===== src/hw/rtl/ahbp_pkg.sv =====
// Shared types, widths and constants for the horizon band peak unit.
`default_nettype none

package ahbp_pkg;

  // Block dimensions
  localparam int MaxChannels = 8;
  localparam int NumBands    = 4;
  localparam int LenFields   = 4;

  // Field widths
  localparam int SampleW  = 16;
  localparam int PosW     = 15;
  localparam int ChannelW = 3;
  localparam int GainW    = 16;
  localparam int HeightW  = 10;
  localparam int CountW   = 3;
  localparam int ChanIdxW = (MaxChannels > 1) ? $clog2(MaxChannels) : 1;

  // Arithmetic widths: |peak| * gain * height >> 23
  localparam int MagW       = SampleW + 1;
  localparam int ProdW      = MagW + GainW;
  localparam int MulW       = ProdW + GainW;
  localparam int ScaleShift = 23;
  localparam int ScaledW    = ProdW + HeightW - ScaleShift;
  localparam int BandCntW   = $clog2(NumBands + 1);
  localparam int LimW       = HeightW + BandCntW;
  localparam int RemW       = LimW + 1;
  localparam int BandIdxW   = (NumBands > 1) ? $clog2(NumBands) : 1;

  // Configuration register indexes and reset values
  localparam int CfgIdxW = 1;
  localparam logic [CfgIdxW-1:0] CfgAmplitudeGain = 1'b0;
  localparam logic [CfgIdxW-1:0] CfgBandHeight    = 1'b1;
  localparam logic [GainW-1:0]   GainReset        = 16'd256;
  localparam logic [HeightW-1:0] HeightReset      = 10'd64;

  // Band engine sequencer
  typedef enum logic [2:0] {
    ENG_IDLE,
    ENG_MUL_GAIN,
    ENG_MUL_HEIGHT,
    ENG_SPLIT,
    ENG_DONE
  } eng_state_t;

  // One column result, low side and high side
  typedef struct packed {
    logic [CountW-1:0]                low_count;
    logic [LenFields-1:0][HeightW-1:0] low_len;
    logic [CountW-1:0]                high_count;
    logic [LenFields-1:0][HeightW-1:0] high_len;
  } band_result_t;

endpackage

`default_nettype wire


===== src/hw/rtl/ahbp_band_engine.sv =====
// Scaling and band split of one column's peaks on a shared multiplier and subtractor.
`default_nettype none

module ahbp_band_engine (
  input  wire logic                          clk,
  input  wire logic                          rst,
  input  wire logic                          start,
  input  wire logic [ahbp_pkg::MagW-1:0]     neg_mag,
  input  wire logic [ahbp_pkg::MagW-1:0]     pos_mag,
  input  wire logic [ahbp_pkg::GainW-1:0]    gain,
  input  wire logic [ahbp_pkg::HeightW-1:0]  height,
  input  wire logic                          take,
  output logic                               busy,
  output logic                               done,
  output ahbp_pkg::band_result_t             result
);
  import ahbp_pkg::*;

  eng_state_t state, state_next;

  logic                      side;      // 0: negative peak, 1: positive peak
  logic [BandIdxW-1:0]       band;
  logic signed [RemW-1:0]    rem;
  logic [ProdW-1:0]          prod;
  logic [MagW-1:0]           mag_neg;
  logic [MagW-1:0]           mag_pos;
  logic [BandCntW-1:0]       count [2];
  logic [HeightW-1:0]        lens  [2][LenFields];

  logic [ProdW-1:0]          mul_a;
  logic [GainW-1:0]          mul_b;
  logic [MulW-1:0]           mul_p;
  logic [ScaledW-1:0]        scaled;
  logic [LimW-1:0]           lim;
  logic [LimW-1:0]           clamped;
  logic signed [RemW-1:0]    h_rem;
  logic signed [RemW-1:0]    diff;
  logic [HeightW-1:0]        len_val;
  logic                      stop;
  logic                      last;

  // Shared multiplier: mag * gain first, then that product * height
  always_comb begin
    if (state == ENG_MUL_GAIN) begin
      mul_a = ProdW'(side ? mag_pos : mag_neg);
      mul_b = gain;
    end else begin
      mul_a = prod;
      mul_b = GainW'(height);
    end
    mul_p = MulW'(mul_a) * MulW'(mul_b);
  end

  // Scale and clamp to the full stack height
  assign scaled  = mul_p[ScaleShift +: ScaledW];
  assign lim     = LimW'(height * NumBands);
  assign clamped = (scaled > ScaledW'(lim)) ? lim : LimW'(scaled);

  // Shared subtractor for the band split
  assign h_rem   = $signed({{(RemW-HeightW){1'b0}}, height});
  assign diff    = rem - h_rem;
  assign len_val = (rem > h_rem) ? height : rem[HeightW-1:0];
  assign stop    = side ? (rem <= 0) : (rem < 0);
  assign last    = (band == BandIdxW'(NumBands - 1));

  // Sequencer
  always_ff @(posedge clk) begin
    if (rst) begin
      state <= ENG_IDLE;
    end else begin
      state <= state_next;
    end
  end

  always_comb begin
    state_next = state;
    unique case (state)
      ENG_IDLE:       if (start) state_next = ENG_MUL_GAIN;
      ENG_MUL_GAIN:   state_next = ENG_MUL_HEIGHT;
      ENG_MUL_HEIGHT: state_next = ENG_SPLIT;
      ENG_SPLIT: begin
        if (stop || last) state_next = side ? ENG_DONE : ENG_MUL_GAIN;
      end
      ENG_DONE:       if (take) state_next = ENG_IDLE;
      default:        state_next = ENG_IDLE;
    endcase
  end

  // Datapath registers
  always_ff @(posedge clk) begin
    case (state)
      ENG_IDLE: begin
        if (start) begin
          mag_neg <= neg_mag;
          mag_pos <= pos_mag;
          side    <= 1'b0;
          for (int s = 0; s < 2; s++) begin
            count[s] <= '0;
            for (int i = 0; i < LenFields; i++) lens[s][i] <= '0;
          end
        end
      end
      ENG_MUL_GAIN: begin
        prod <= mul_p[ProdW-1:0];
      end
      ENG_MUL_HEIGHT: begin
        rem  <= $signed({1'b0, clamped});
        band <= '0;
      end
      ENG_SPLIT: begin
        if (!stop) begin
          if (int'(band) < LenFields) lens[side][band] <= len_val;
          count[side] <= count[side] + BandCntW'(1);
          rem         <= diff;
          band        <= band + BandIdxW'(1);
        end
        if (stop || last) side <= 1'b1;
      end
      default: ;
    endcase
  end

  assign busy = (state != ENG_IDLE);
  assign done = (state == ENG_DONE);

  // Result view; counts are reported modulo eight
  always_comb begin
    result.low_count  = count[0][CountW-1:0];
    result.high_count = count[1][CountW-1:0];
    for (int i = 0; i < LenFields; i++) begin
      result.low_len[i]  = lens[0][i];
      result.high_len[i] = lens[1][i];
    end
  end

endmodule

`default_nettype wire


===== src/hw/rtl/audio_horizon_band_peaks_unit.sv =====
// Top level of the horizon band peak unit: peak store, config and result register.
//
// Sample channel: sample, channel and column_end move on sample_valid when
// sample_stall is low. Each beat folds the sample into the channel's positive
// or negative peak. A beat with column_end set also starts the
// band engine, which scales both peaks on one shared multiplier (two passes
// per peak) and splits each into bands on one subtractor, one band a cycle.
// That channel's peaks return to zero at once.
// Result channel: one beat per column_end beat, held in an output register on
// result_valid until result_stall is low.
// Column flow: for each side, negative first, the engine multiplies by gain, then by
// height, then splits into bands; an engine hand-over state follows before
// result_valid. sample_stall is high while the engine runs; a stalled result
// keeps the engine waiting with it.
// Reset: all peaks clear to zero, gain returns to 1.0 (256), band height to 64,
// no result pending. Configuration writes take effect at once; write only
// while no column is in flight.
`default_nettype none

module audio_horizon_band_peaks_unit (
  input  wire logic                          clk,
  input  wire logic                          rst,
  // configuration
  input  wire logic                          cfg_we,
  input  wire logic [ahbp_pkg::CfgIdxW-1:0]  cfg_index,
  input  wire logic [ahbp_pkg::GainW-1:0]    cfg_data,
  // sample channel
  input  wire logic                          sample_valid,
  output logic                               sample_stall,
  input  wire logic signed [ahbp_pkg::SampleW-1:0] sample,
  input  wire logic [ahbp_pkg::ChannelW-1:0] channel,
  input  wire logic                          column_end,
  // result channel
  output logic                               result_valid,
  input  wire logic                          result_stall,
  output logic [ahbp_pkg::ChannelW-1:0]      out_channel,
  output logic [ahbp_pkg::CountW-1:0]        low_count,
  output logic [ahbp_pkg::HeightW-1:0]       low_len0,
  output logic [ahbp_pkg::HeightW-1:0]       low_len1,
  output logic [ahbp_pkg::HeightW-1:0]       low_len2,
  output logic [ahbp_pkg::HeightW-1:0]       low_len3,
  output logic [ahbp_pkg::CountW-1:0]        high_count,
  output logic [ahbp_pkg::HeightW-1:0]       high_len0,
  output logic [ahbp_pkg::HeightW-1:0]       high_len1,
  output logic [ahbp_pkg::HeightW-1:0]       high_len2,
  output logic [ahbp_pkg::HeightW-1:0]       high_len3
);
  import ahbp_pkg::*;

  logic [GainW-1:0]           amplitude_gain;
  logic [HeightW-1:0]         band_height;

  logic signed [SampleW-1:0]  neg_peak [MaxChannels];
  logic [PosW-1:0]            pos_peak [MaxChannels];

  logic [ChanIdxW-1:0]        idx;
  logic                       ch_ok;
  logic                       accept;
  logic signed [SampleW-1:0]  neg_cur;
  logic [PosW-1:0]            pos_cur;
  logic signed [SampleW-1:0]  neg_new;
  logic [PosW-1:0]            pos_new;
  logic [MagW-1:0]            neg_mag;
  logic [MagW-1:0]            pos_mag;

  logic                       eng_busy;
  logic                       eng_done;
  logic                       eng_take;
  band_result_t               eng_result;
  band_result_t               result;
  logic [ChannelW-1:0]        pend_channel;

  // Configuration registers
  always_ff @(posedge clk) begin
    if (rst) begin
      amplitude_gain <= GainReset;
      band_height    <= HeightReset;
    end else if (cfg_we) begin
      unique case (cfg_index)
        CfgAmplitudeGain: amplitude_gain <= cfg_data;
        CfgBandHeight:    band_height    <= cfg_data[HeightW-1:0];
        default: ;
      endcase
    end
  end

  // Peak fold for the incoming beat
  assign idx          = channel[ChanIdxW-1:0];
  assign ch_ok        = (int'(channel) < MaxChannels);
  assign sample_stall = eng_busy;
  assign accept       = sample_valid && !sample_stall && ch_ok;
  assign neg_cur      = neg_peak[idx];
  assign pos_cur      = pos_peak[idx];

  always_comb begin
    neg_new = neg_cur;
    pos_new = pos_cur;
    if (sample > 0) begin
      if (sample[PosW-1:0] > pos_cur) pos_new = sample[PosW-1:0];
    end else begin
      if (sample < neg_cur) neg_new = sample;
    end
    neg_mag = MagW'(0) - MagW'(neg_new);
    pos_mag = MagW'(pos_new);
  end

  // Peak store: cleared at reset and after each column end
  always_ff @(posedge clk) begin
    if (rst) begin
      for (int c = 0; c < MaxChannels; c++) begin
        neg_peak[c] <= '0;
        pos_peak[c] <= '0;
      end
    end else if (accept) begin
      if (column_end) begin
        neg_peak[idx] <= '0;
        pos_peak[idx] <= '0;
      end else begin
        neg_peak[idx] <= neg_new;
        pos_peak[idx] <= pos_new;
      end
    end
  end

  // Channel of the column in flight
  always_ff @(posedge clk) begin
    if (accept && column_end) pend_channel <= channel;
  end

  ahbp_band_engine u_engine (
    .clk     (clk),
    .rst     (rst),
    .start   (accept && column_end),
    .neg_mag (neg_mag),
    .pos_mag (pos_mag),
    .gain    (amplitude_gain),
    .height  (band_height),
    .take    (eng_take),
    .busy    (eng_busy),
    .done    (eng_done),
    .result  (eng_result)
  );

  // Output register: loads when empty or being drained
  assign eng_take = eng_done && (!result_valid || !result_stall);

  always_ff @(posedge clk) begin
    if (rst) begin
      result_valid <= 1'b0;
    end else if (eng_take) begin
      result_valid <= 1'b1;
    end else if (!result_stall) begin
      result_valid <= 1'b0;
    end
  end

  always_ff @(posedge clk) begin
    if (eng_take) begin
      result      <= eng_result;
      out_channel <= pend_channel;
    end
  end

  assign low_count  = result.low_count;
  assign low_len0   = result.low_len[0];
  assign low_len1   = result.low_len[1];
  assign low_len2   = result.low_len[2];
  assign low_len3   = result.low_len[3];
  assign high_count = result.high_count;
  assign high_len0  = result.high_len[0];
  assign high_len1  = result.high_len[1];
  assign high_len2  = result.high_len[2];
  assign high_len3  = result.high_len[3];

endmodule

`default_nettype wire


===== config.mk =====
export PLATFORM = sky130hd
export DESIGN_NAME = audio_horizon_band_peaks_unit
export DESIGN_NICKNAME = d
export VERILOG_FILES = /design/src/hw/rtl/ahbp_pkg.sv /design/src/hw/rtl/ahbp_band_engine.sv /design/src/hw/rtl/audio_horizon_band_peaks_unit.sv
export SDC_FILE = /design/constraint.sdc
export NUM_CORES = 2
export LEC_CHECK = 0
export BUFFER_PORTS_ARGS = -buffer_cell sky130_fd_sc_hd__buf_4
export CAP_MARGIN = 20
export CORE_UTILIZATION = 60
export DETAILED_ROUTE_END_ITERATION = 6
export PLACE_DENSITY = 0.76
export RECOVER_POWER = 100
export SLEW_MARGIN = 0
export SYNTH_ARGS = -nofsm -noshare
export SYNTH_HDL_FRONTEND = slang
export SYNTH_SLANG_ARGS = --single-unit

===== constraint.sdc =====
create_clock -name clk -period 13.2 [get_ports clk]
set_input_delay 1.98 -clock clk [delete_from_list [all_inputs] [get_ports clk]]
set_output_delay 1.98 -clock clk [all_outputs]
set_load 0.005 [all_outputs]

==> results_tabular.tex <==
\begin{tabular}{lr}
\hline
Metric & Value \\
\hline
\multicolumn{2}{l}{\textbf{Run status}} \\
\quad Outcome & finished, violations left \\
\quad Violated checks & max-capacitance violations, max-slew violations \\
\multicolumn{2}{l}{\textbf{Routing}} \\
\quad DRT Pass-1 Iters & 7 \\
\quad Ratio of routed vias to standard cells & 5.960 \\
\quad DR iter-0 viols & 3095 \\
\quad Antenna Nets Post-Route & 0 \\
\quad Post-route DRC violation count & 0 \\
\quad Routed length per instance & 23.03 µm \\
\quad Wire length reported by the detailed router & 105700 µm \\
\quad Total via count after detailed routing & 27360 \\
\multicolumn{2}{l}{\textbf{Run}} \\
\quad Number of max-cap violations & 14 \\
\multicolumn{2}{l}{\textbf{Logic synthesis}} \\
\quad Most numerous cell types in the synthesized netlist & sky130\_fd\_sc\_hd\_\_edfxtp\_1, sky130\_fd\_sc\_hd\_\_inv\_1, sky130\_fd\_sc\_hd\_\_nor2\_1, sky130\_fd\_sc\_hd\_\_fa\_1, sky130\_fd\_sc\_hd\_\_nand2\_1 \\
\quad Synth area leaders & sky130\_fd\_sc\_hd\_\_edfxtp\_1, sky130\_fd\_sc\_hd\_\_fa\_1, sky130\_fd\_sc\_hd\_\_inv\_1 \\
\quad Share of async-settable or async-resettable flops after synthesis & 0\% \\
\quad Largest area contributor in the netlist & sky130\_fd\_sc\_hd\_\_edfxtp\_1 \\
\quad Flip-flop and latch count after synthesis & 539 \\
\quad Most instantiated flip-flop cell in the synthesis netlist & sky130\_fd\_sc\_hd\_\_edfxtp\_1 \\
\quad Number of synthesized flops with an enable pin & 508 \\
\quad Area share of the largest cell type after synthesis & 39.69\% \\
\quad Sequential fraction of the synthesis area & 41.31\% \\
\quad Post-synthesis instance total & 3549 \\
\quad Post-synthesis instance area & 38430 µm² \\
\quad Unique masters post-synth & 77 \\
\quad Yosys Warn Count & 0 \\
\quad Most used standard cell by instance count after synthesis & sky130\_fd\_sc\_hd\_\_edfxtp\_1 \\
\quad Mean post-synth cell area & 10.83 µm² \\
\multicolumn{2}{l}{\textbf{Setup path}} \\
\quad Maximum fanout along the worst path & 60 \\
\quad WP data required & 13.65 ns \\
\quad Library cell contributing the largest single delay on the critical path & sky130\_fd\_sc\_hd\_\_a221oi\_1 \\
\quad Startpoint type of the worst setup path & register \\
\quad Endpoint arrival time on the critical path & 12.78 ns \\
\quad Worst r2r path cells & 34 \\
\quad Startpoint of the most critical register-to-register path & u\_engine.state[0]\$\_SDFFE\_PP0P\_ \\
\quad Last element of the critical path & u\_engine.rem[1]\$\_DFFE\_PP\_ \\
\quad Crit path capture type & register \\
\quad Type of the worst setup path & register to register \\
\quad Largest stage delay, worst path & 0.89 ns \\
\quad End of the worst register-to-register path & u\_engine.rem[1]\$\_DFFE\_PP\_ \\
\quad Minimum setup slack among reg-to-reg paths & 0.86 ns \\
\quad Most frequent cell on the critical path & sky130\_fd\_sc\_hd\_\_fa\_1 \\
\quad Critical path startpoint & u\_engine.state[0]\$\_SDFFE\_PP0P\_ \\
\multicolumn{2}{l}{\textbf{STA}} \\
\quad Final period util & 93.45\% \\
\quad Unrepaired setup endpoints after global routing & no \\
\quad Actual slew at the worst max-slew pin & 4.118 ns \\
\quad Max frequency & 81.07 MHz \\
\quad Count of endpoints failing setup in the final report & 0 \\
\quad Clk\_skew & 0.03357 ns \\
\quad Time the final worst path needs with I/O delays and setup & 12.34 ns \\
\quad Number of max-slew violations in the final report & 517 \\
\quad Total negative slack & 0 ns \\
\quad Normalized max-slew margin & -174.5\% \\
\quad Hold violation total from the final report & 0 \\
\multicolumn{2}{l}{\textbf{Clocking}} \\
\quad Buffer count from post-CTS setup fixing & 0 \\
\quad Number of hold buffers added after cts & 0 \\
\quad CTS H-Tree Depth & 2 \\
\quad Number of resized instances in the post-cts repair step & 0 \\
\quad Number of clock buffers inserted by TritonCTS & 55 \\
\quad Number of buffers on the longest clock path & 3 \\
\quad Clock net sink count & 539 \\
\quad Clock tree from TritonCTS & yes \\
\quad Clock-pin slew on the worst setup and hold paths & 0.07 ns \\
\quad Worst skew pair latency & 0.63 ns \\
\quad CTS Root Cell & sky130\_fd\_sc\_hd\_\_clkbuf\_16 \\
\multicolumn{2}{l}{\textbf{Die}} \\
\quad Die Y-Extent & 255.1 µm \\
\quad Width of the die & 255.1 µm \\
\quad Starting Density & 60.82\% \\
\quad Area inside the core boundary & 63200 µm² \\
\quad Overall die area & 65070 µm² \\
\quad Count of pins on the block boundary & 133 \\
\quad Row Count & 92 \\
\multicolumn{2}{l}{\textbf{Layout}} \\
\quad Fraction of layout cells with a size suffix above 1 & 6.521\% \\
\quad Finished layout cell area & 42020 µm² \\
\quad Final cell count without fillers & 4590 \\
\quad Synth-to-layout area growth & 9.337\% \\
\quad Post-layout nets & 4307 \\
\multicolumn{2}{l}{\textbf{Placement}} \\
\quad Weighted congestion at the end of routability-driven global placement & 1.004 \\
\quad Placed standard-cell area & 40490 µm² \\
\quad Post-placement cell count & 4479 \\
\quad PortBufs & 132 \\
\quad Half-perimeter wire length of the detailed placement result & 76530 µm \\
\multicolumn{2}{l}{\textbf{Worst hold path}} \\
\quad Hold WC Path Type & register to register \\
\multicolumn{2}{l}{\textbf{GRT}} \\
\quad Vias in the first global route & 27740 \\
\quad Global-route wire length before repair & 161800 µm \\
\quad Maximum number of pins on one net before global-route repair & 90 \\
\quad Initial antenna violation count & 7 \\
\quad Tot GR Track Use & 33.41\% \\
\quad Total congestion overflow & 0 \\
\hline
\end{tabular}
[cell usage in the layout, fill, tap and decap left out, drive strengths merged, types with 12 or more instances in the layout]
| cell type | Yosys | routed |
|---|---|---|
| a21o | 52 | 52 |
| a21oi | 119 | 119 |
| a221oi | 14 | 14 |
| a22oi | 60 | 60 |
| a31oi | 12 | 12 |
| and2 | 22 | 22 |
| and3 | 74 | 74 |
| buf | 44 | 71 |
| clkbuf | 123 | 184 |
| clkinv | 0 | 24 |
| conb | 2 | 75 |
| dfxtp | 31 | 31 |
| edfxtp | 508 | 508 |
| fa | 420 | 420 |
| ha | 148 | 148 |
| inv | 505 | 505 |
| mux2 | 22 | 22 |
| mux2i | 80 | 80 |
| nand2 | 391 | 391 |
| nand2b | 38 | 38 |
| nand3 | 54 | 54 |
| nand4 | 20 | 20 |
| nor2 | 491 | 491 |
| nor2b | 18 | 18 |
| nor3 | 34 | 34 |
| o211ai | 15 | 15 |
| o21a | 13 | 13 |
| o21ai | 55 | 55 |
| xnor2 | 45 | 45 |
| xor2 | 19 | 19 |
[critical path, delay by kind of cell (launching register included)]
kind,cells,cell delay (ns)
compound gates,11,3.52
fa+ha+maj,8,3.26
simple gates,9,2.74
buf+inv,5,1.74
flops,1,0.46
xor+xnor,1,0.34
[final cells by class]
type	instances	area (µm²)
fill	4812	21170
multi-input combinational	2411	20270
sequential	539	15880
inverter	505	1897
clock buffer	70	1463
timing repair buffer	185	1122
tap	846	1059
clock inverter	32	330.3
antenna	2	5.005
[metal layers]
metal	up-vias	GRT usage, %	wire length (µm)
li1	11970	-	-
met1	13540	44.12	39810
met2	1571	53.73	49940
met3	273	8.746	12270
met4	8	11.65	3638
met5	-	0	46
[kinds of logic after synthesis]
logic type,Yosys count,synth area share [%]
AND/OR/NAND/NOR,1183,13.37
buffers and inverters,672,6.657
adder cells (fa/ha/maj),568,26.70
flip-flops,539,41.31
AO/OA/AOI/OAI,409,7.178
multiplexers,112,3.314
XOR/XNOR,64,1.458
other,2,0.01954
[registers in the layout, summed over array words and instances (netlist names), 3 cells and up, named ones only]
signal / count
low_count: 3
high_len0: 10
low_len3: 10
low_len1: 10
low_len0: 10
neg_peak: 128
pos_peak: 120
high_len3: 10
u_engine.rem: 14
band_height: 10
amplitude_gain: 16
out_channel: 3
u_engine.lens: 80
u_engine.prod: 33
u_engine.count: 6
low_len2: 10
pend_channel: 3
u_engine.mag_pos: 15
u_engine.state: 3
high_len2: 10
u_engine.mag_neg: 17
high_count: 3
high_len1: 10
[worst min path at each step]
stage	start	endpoint	slack, ns	cells past startpoint
final	u_engine.lens[1][36]$_SDFFCE_PN0P_	high_len0[6]$_DFFE_PP_	0.40	0
after detailed placement	u_engine.lens[1][36]$_SDFFCE_PN0P_	high_len0[6]$_DFFE_PP_	0.40	0
after CTS	u_engine.lens[1][36]$_SDFFCE_PN0P_	high_len0[6]$_DFFE_PP_	0.40	0
after floorplan	u_engine.lens[1][30]$_SDFFCE_PN0P_	high_len0[0]$_DFFE_PP_	0.40	0
after global routing	u_engine.lens[1][36]$_SDFFCE_PN0P_	high_len0[6]$_DFFE_PP_	0.41	0
after global placement	u_engine.lens[0][34]$_SDFFCE_PN0P_	low_len0[4]$_DFFE_PP_	0.40	0
[metrics by stage]
stage	util, %	setup slack, ns	hold WS [ns]
3_5_place_dp	64.07	1.227	0.4045
6_report	66.49	0.8643	0.4049
3_3_place_gp	64.07	1.514	0.4007
5_1_grt	66.49	0.2532	0.4102
2_1_floorplan	-	3.172	0.4003
4_1_cts	66.91	1.207	0.4004
Power is not shown: default switching activity piles up to over one toggle a cycle in this logic, so the estimate is an artifact.
